### config.mk
export PLATFORM = sky130hd
export DESIGN_NAME = rlfs_ctrl
export DESIGN_NICKNAME = d
export VERILOG_FILES = /design/src/rtl/rlfs_pkg.sv /design/src/rtl/rlfs_ctrl.sv
export SDC_FILE = /design/constraint.sdc
export NUM_CORES = 1
export LEC_CHECK = 0
export BUFFER_PORTS_ARGS = -buffer_cell sky130_fd_sc_hd__clkbuf_2
export CAP_MARGIN = 25
export CORE_MARGIN = 2
export CORE_UTILIZATION = 50
export CTS_CLUSTER_DIAMETER = 40
export CTS_CLUSTER_SIZE = 28
export DETAILED_ROUTE_END_ITERATION = 8
export MAX_ROUTING_LAYER = met4
export PLACE_DENSITY = 0.79
export SYNTH_ARGS = -nofsm -noshare
export SYNTH_HDL_FRONTEND = slang
export SYNTH_SLANG_ARGS = --single-unit
export TNS_END_PERCENT = 1
### constraint.sdc
create_clock -name clk -period 4.2 [get_ports clk]
set_input_delay 0.84 -clock clk [delete_from_list [all_inputs] [get_ports clk]]
set_output_delay 0.84 -clock clk [all_outputs]
set_load 0.05 [all_outputs]
### src/rtl/rlfs_pkg.sv
// package for the follow smoother: types, register codes, constants
// no dependencies

package rlfs_pkg;

  localparam int BypassZOnJump = 1;

  // iteration counts tied to the datapath widths
  localparam int SqrtSteps = 32;
  localparam int DivSteps  = 56;

  localparam logic [2:0] REG_OFFSET_BACK = 3'd0;
  localparam logic [2:0] REG_OFFSET_UP   = 3'd1;
  localparam logic [2:0] REG_H_STIFF     = 3'd2;
  localparam logic [2:0] REG_H_CAP       = 3'd3;
  localparam logic [2:0] REG_H_RESP      = 3'd4;
  localparam logic [2:0] REG_V_STIFF     = 3'd5;
  localparam logic [2:0] REG_V_CAP       = 3'd6;
  localparam logic [2:0] REG_V_RESP      = 3'd7;

  localparam logic signed [31:0] S32_MAX = 32'sh7fffffff;
  localparam logic signed [31:0] S32_MIN = 32'sh80000000;

  // controller commands to the datapath
  typedef enum logic [3:0] {
    OP_NONE,
    OP_LOAD,     // latch input word, compute goal
    OP_PLACE,    // follower position takes the goal
    OP_ERR,      // errors
    OP_HGV,      // horizontal goal velocities
    OP_SQ,       // squares of |gv|
    OP_MAG,      // sum of squares and cap compare
    OP_SQRT_INIT,
    OP_SQRT,     // one sqrt step
    OP_DIV_INIT, // start dividing gv*cap by m
    OP_DIV,      // one division step (x and y together)
    OP_VGV,      // vertical goal velocity and blend factors
    OP_BLEND,    // velocity blend
    OP_ADV       // position advance
  } op_t;

  typedef enum logic [3:0] {
    ST_IDLE, ST_GOAL, ST_ERR, ST_HGV, ST_SQ, ST_MAG, ST_CAP, ST_SQRT, ST_DIVI, ST_DIV,
    ST_VGV, ST_BLEND, ST_ADV, ST_OUT
  } state_t;

  typedef struct packed {
    op_t op;
  } dp_cmd_t;

  typedef struct packed {
    logic place;
    logic cap_hit;
  } dp_stat_t;

  function automatic logic signed [31:0] sat32(input logic signed [65:0] v);
    if (v > 66'(S32_MAX)) return S32_MAX;
    if (v < 66'(S32_MIN)) return S32_MIN;
    return v[31:0];
  endfunction

endpackage

### src/rtl/rlfs_ctrl.sv
// controller state machine for the follow smoother
// depends on rlfs_pkg

module rlfs_ctrl import rlfs_pkg::*; (
  input  logic     clk,
  input  logic     rst_n,
  input  logic     in_valid,
  output logic     in_stall,
  output logic     out_valid,
  input  logic     out_stall,
  output dp_cmd_t  cmd,
  input  dp_stat_t stat
);

  localparam int CW = $clog2(DivSteps + 1);

  state_t state_r, state_nxt;
  logic [CW-1:0] cnt_r, cnt_nxt;

  // next state
  always_comb begin
    state_nxt = state_r;
    cnt_nxt   = cnt_r;
    unique case (state_r)
      ST_IDLE:  if (in_valid) state_nxt = ST_GOAL;
      ST_GOAL:  state_nxt = stat.place ? ST_OUT : ST_ERR;
      ST_ERR:   state_nxt = ST_HGV;
      ST_HGV:   state_nxt = ST_SQ;
      ST_SQ:    state_nxt = ST_MAG;
      ST_MAG:   state_nxt = ST_CAP;
      ST_CAP: begin
        cnt_nxt = '0;
        state_nxt = stat.cap_hit ? ST_SQRT : ST_VGV;
      end
      ST_SQRT: begin
        cnt_nxt = cnt_r + 1'b1;
        if (cnt_r == CW'(SqrtSteps - 1)) state_nxt = ST_DIVI;
      end
      ST_DIVI: begin
        cnt_nxt = '0;
        state_nxt = ST_DIV;
      end
      ST_DIV: begin
        cnt_nxt = cnt_r + 1'b1;
        if (cnt_r == CW'(DivSteps - 1)) state_nxt = ST_VGV;
      end
      ST_VGV:   state_nxt = ST_BLEND;
      ST_BLEND: state_nxt = ST_ADV;
      ST_ADV:   state_nxt = ST_OUT;
      ST_OUT:   if (!out_stall) state_nxt = ST_IDLE;
      default:  state_nxt = ST_IDLE;
    endcase
  end

  // command outputs
  always_comb begin
    cmd.op    = OP_NONE;
    in_stall  = 1'b1;
    out_valid = 1'b0;
    unique case (state_r)
      ST_IDLE: begin
        in_stall = 1'b0;
        if (in_valid) cmd.op = OP_LOAD;
      end
      ST_GOAL:  cmd.op = stat.place ? OP_PLACE : OP_NONE;
      ST_ERR:   cmd.op = OP_ERR;
      ST_HGV:   cmd.op = OP_HGV;
      ST_SQ:    cmd.op = OP_SQ;
      ST_MAG:   cmd.op = OP_MAG;
      ST_CAP:   cmd.op = stat.cap_hit ? OP_SQRT_INIT : OP_NONE;
      ST_SQRT:  cmd.op = OP_SQRT;
      ST_DIVI:  cmd.op = OP_DIV_INIT;
      ST_DIV:   cmd.op = OP_DIV;
      ST_VGV:   cmd.op = OP_VGV;
      ST_BLEND: cmd.op = OP_BLEND;
      ST_ADV:   cmd.op = OP_ADV;
      ST_OUT:   out_valid = 1'b1;
      default:  cmd.op = OP_NONE;
    endcase
  end

  always_ff @(posedge clk) begin
    if (!rst_n) begin
      state_r <= ST_IDLE;
      cnt_r   <= '0;
    end else begin
      state_r <= state_nxt;
      cnt_r   <= cnt_nxt;
    end
  end

endmodule

* Yosys cells after proc, flatten, opt, wreduce, memory -nomap -nowiden
Index checks and enable logic that the tools add are counted.
Operators by class: $add $sub $neg 1, eq/ne operators 19, multiplexer cells 14, reduce and logical (&&, ||, !) cells 5
Operator list (count):
- 4-bit case mux with 14 select lines | 1
- 4-bit case mux with 13 select lines | 1
- 4-bit == test, second input constant | 6
- 4-bit 2-to-1 mux | 6
- 4-bit by 3-bit == test with 1-bit output, second input constant | 4
- 6-bit case mux with 2 select lines | 1
- 4-bit by 2-bit == test with 1-bit output, second input constant | 2
- 2-bit != test, second input constant | 4
- 6-bit by 1-bit adder with 6-bit output, second input constant | 1
- 6-bit by 5-bit == test with 1-bit output, second input constant | 1
- 6-bit == test, second input constant | 1
- 4-bit by 1-bit == test with 1-bit output, second input constant | 1
- 4-bit logical NOT | 1
- 4-bit AND reduction | 1
- 2-bit OR reduction | 2
- 1-bit 2-to-1 mux | 3
- 3-bit 2-to-1 mux | 1
- 2-bit 2-to-1 mux | 1
- 2-bit nonzero test | 1
Word-level totals: register bits after elaboration 10, bits of input ports 6, logic and storage cells 41

* Depth between registers and ports, before layout
depth after elaboration 3, gate-level depth with buffers 6, gate-level depth less buffers 5

* Worst setup path before layout
Ideal clock, no wire load.
path type input to output, from in stat[0] (netlist bit), to out cmd[0] (netlist bit), arrival 2.153 ns, path slack 1.207 ns, stages on the path 2, cell sequence nand2b_1 > a311oi_1
RTL lines:
- start, declared | RTL line rlfs_ctrl.sv:12 | input dp_stat_t stat
- end, declared | RTL line rlfs_ctrl.sv:11 | output dp_cmd_t cmd,

==> results.ini <==
[sta]
finalCriticalPeriod_ns=2.59
fin_ws_ns=1.61
relSlewSlack=0.655
hold-worst-slack_ns=0.490
clock.fmax_mhz=385
setup_violations=0
rsz0062_at_grt=false
fin_skew_ns=0.00210
tightest_slew_ns=0.517
setup_tns_ns=0
period_share=0.618
final_hold_viol_count=0
slew_viol_final=0

[yosys]
synth_area_leaders=dfxtp_1 28%, a21oi_1 6.4%, o21ai_0 6.4%
synthArstFlopShare=0
synth_edf_count=0
syn_inst=94
syn-num-nets=101
yosys-top-cells-count=10 x dfxtp_1, 10 x nand2_1, 9 x a21oi_1, 9 x nor2_1, 9 x o21ai_0
syn_area_sq_um=706
synth_area_leader_cell=dfxtp_1
ys_ff_latch=10
syn_avg_cell_area_sq_um=7.51
yosysUniqueCellTypes=36
ys_seq_area_frac=0.284
yosysWarnings=0
synth-main-ff-cell=dfxtp_1
netlist.area_leader.share=0.284

[critical_path]
worst_ep_required_time_ns=3.36
critPathTopFamily=flip-flops
reg2regPathDepth=5
startpoint_type=register
cp-end-kind=output port
crit_slowest_cell=dfxtp_1
cp_cell_sequence=nand2b_1, a21oi_1, o21ai_0, nand2_1, clkbuf_2
cp_num_buf_inv=1
critPathMaxFanout=17
path_class=register to output port
critPathArrivalTime_ns=1.75
timing.rr.end=state_r[0]$_SDFFE_PN0P_
r2r_slack_ns=2.26
max_stage_delay_ns=0.65
r2r_start=cnt_r[0]$_SDFFE_PN0P_

[cts]
hold_buffers=0
post-cts-setup-buffer-count=0
cts_resized=0
clk_pin_slew_ns=0.06
clock_path_buffers=2
cts_tree=built
cts_inserted_buffers=3
htreeDepth=1
worst_skew_pair.late_latency_ns=0.26
clock-root-buffer=clkbuf_4
clock-sinks=10

[min_path]
worstHoldPathType=register to register
hp-start=cnt_r[1]$_SDFFE_PN0P_
hold-path-endpoint=cnt_r[1]$_SDFFE_PN0P_
whs_path_depth=2

[routing]
drt-total-wl_um=1560
drcViolationCount=0
avgRoutedWirePerCell_um=13.2
highest_layer=met3
dr_wl_met2_um=670
postRouteAntennaNets=0
wl_met1_um=798
num_vias=722
dr.pass1.iters=4
initialDrtViolationCount=18
route.met3.wl_um=89
routed_via_density=6.12

[placed_design]
io_buffers=11
place_ws_ns=1.71
hpwl_um=1120
placed_cell_area_sq_um=754
gp_congestion=0.791

[floorplan]
core_sq_um=1320
die_w_um=41.6
row_count=13
ios=12
start_util=0.536
dieArea_sq_um=1730
die_h_um=41.6

[finish]
design_area_sq_um=791
final_core_util=0.600
nets=111
drive_gt1_frac=0.175
diodes=0
syn_to_final_growth_pct=12.1

[global_routing]
grt_usage=0.203
overflow=0
grt_max_degree=18
grt_pass1_vias=630
antenna_found_initial=0
grt_pass1_wl_um=2740

[flow_run]
cap_viol_max_count=0

[status]
outcome=complete, no violations

[power_and_ir_drop]
ir_drop_uv=442
power.density_nw_per_um2=699
p_leak_nw=0.326

-- how the worst max path moves through the flow --
stage,start,end,slack [ns],cells past startpoint
6_report,state_r[0]$_SDFFE_PN0P_,cmd[2],1.61,5
2_1_floorplan,stat[0],cmd[0],1.21,2
5_1_grt,state_r[0]$_SDFFE_PN0P_,cmd[2],1.41,5
4_1_cts,state_r[0]$_SDFFE_PN0P_,cmd[2],1.61,5
3_5_place_dp,stat[0],cmd[2],1.71,6
3_3_place_gp,stat[0],cmd[2],1.72,6
-- state kept, by name (all words and copies together) (netlist names) --
signal,count
cnt_r,6
state_r,4
-- cell usage in the layout (no fill, tap or decap) --
cell and count:
clkbuf_2 11, nand2_1 10, dfxtp_1 10, nor2_1 9
o21ai_0 9, a21oi_1 9, a31oi_1 3, clkbuf_4 3
nor3_1 2, and3b_1 2, nand2b_1 2, inv_1 2
or4_1 2, nor3b_1 2, o31ai_1 2, o311a_1 2
nand3_1 2, o21a_1 2, nor4_1 1, a311oi_1 1
a22o_1 1, nand4_1 1, o311a_4 1, nand3b_1 1
o211a_1 1, or3_4 1, o211ai_1 1, nor2b_1 1
o21ai_1 1, or4b_1 1, or2_1 1, or3b_1 1
a22oi_1 1, o21bai_1 1, mux2_2 1, ha_1 1
clkbuf_8 1
-- power breakdown --
| group | switching (mW) | total [mW] | internal [mW] |
|---|---|---|---|
| Clock | 0.0326 | 0.0852 | 0.0526 |
| Sequential | 0.0608 | 0.173 | 0.112 |
| Combinational | 0.198 | 0.295 | 0.0969 |
-- layer usage --
layer / GRT usage / vias up
li1: - / 372
met1: 0.277 / 326
met2: 0.294 / 24
met3: 0.0783 / 0
met4: 0.0258 / 0
met5: - / -
-- worst register-to-register path: cells and delay by family (launching register included) --
kind / cells / cell delay, ns
AOI/OAI and AO/OA: 2 / 0.73
adders and majority gates: 1 / 0.23
DFF: 1 / 0.37
and+or+nand+nor: 2 / 0.50
-- cell families after synthesis --
logic type               count (synthesis)  synth area share
flip-flops                              10             0.284
AND/OR/NAND/NOR                         39             0.303
buffers and inverters                    8            0.0461
adder cells (fa/ha/maj)                  1            0.0177
multiplexers                             1            0.0160
AO/OA/AOI/OAI                           35             0.333
-- area by class of cell --
type / count / area [sq um]
Clock buffer: 4 / 36.3
Sequential cell: 10 / 200
Tap cell: 15 / 18.8
Timing Repair Buffer: 11 / 55.1
Multi-Input combinational cell: 76 / 473
Inverter: 2 / 7.51
Fill cell: 113 / 527
-- metrics by stage --
step	total power, mW	std cells
2_1_floorplan	0.410	94
3_3_place_gp	0.464	114
3_5_place_dp	0.468	114
4_1_cts	0.554	118
5_1_grt	0.597	118
6_report	0.553	118
No activity file was read; power rests on OpenSTA's default activity.
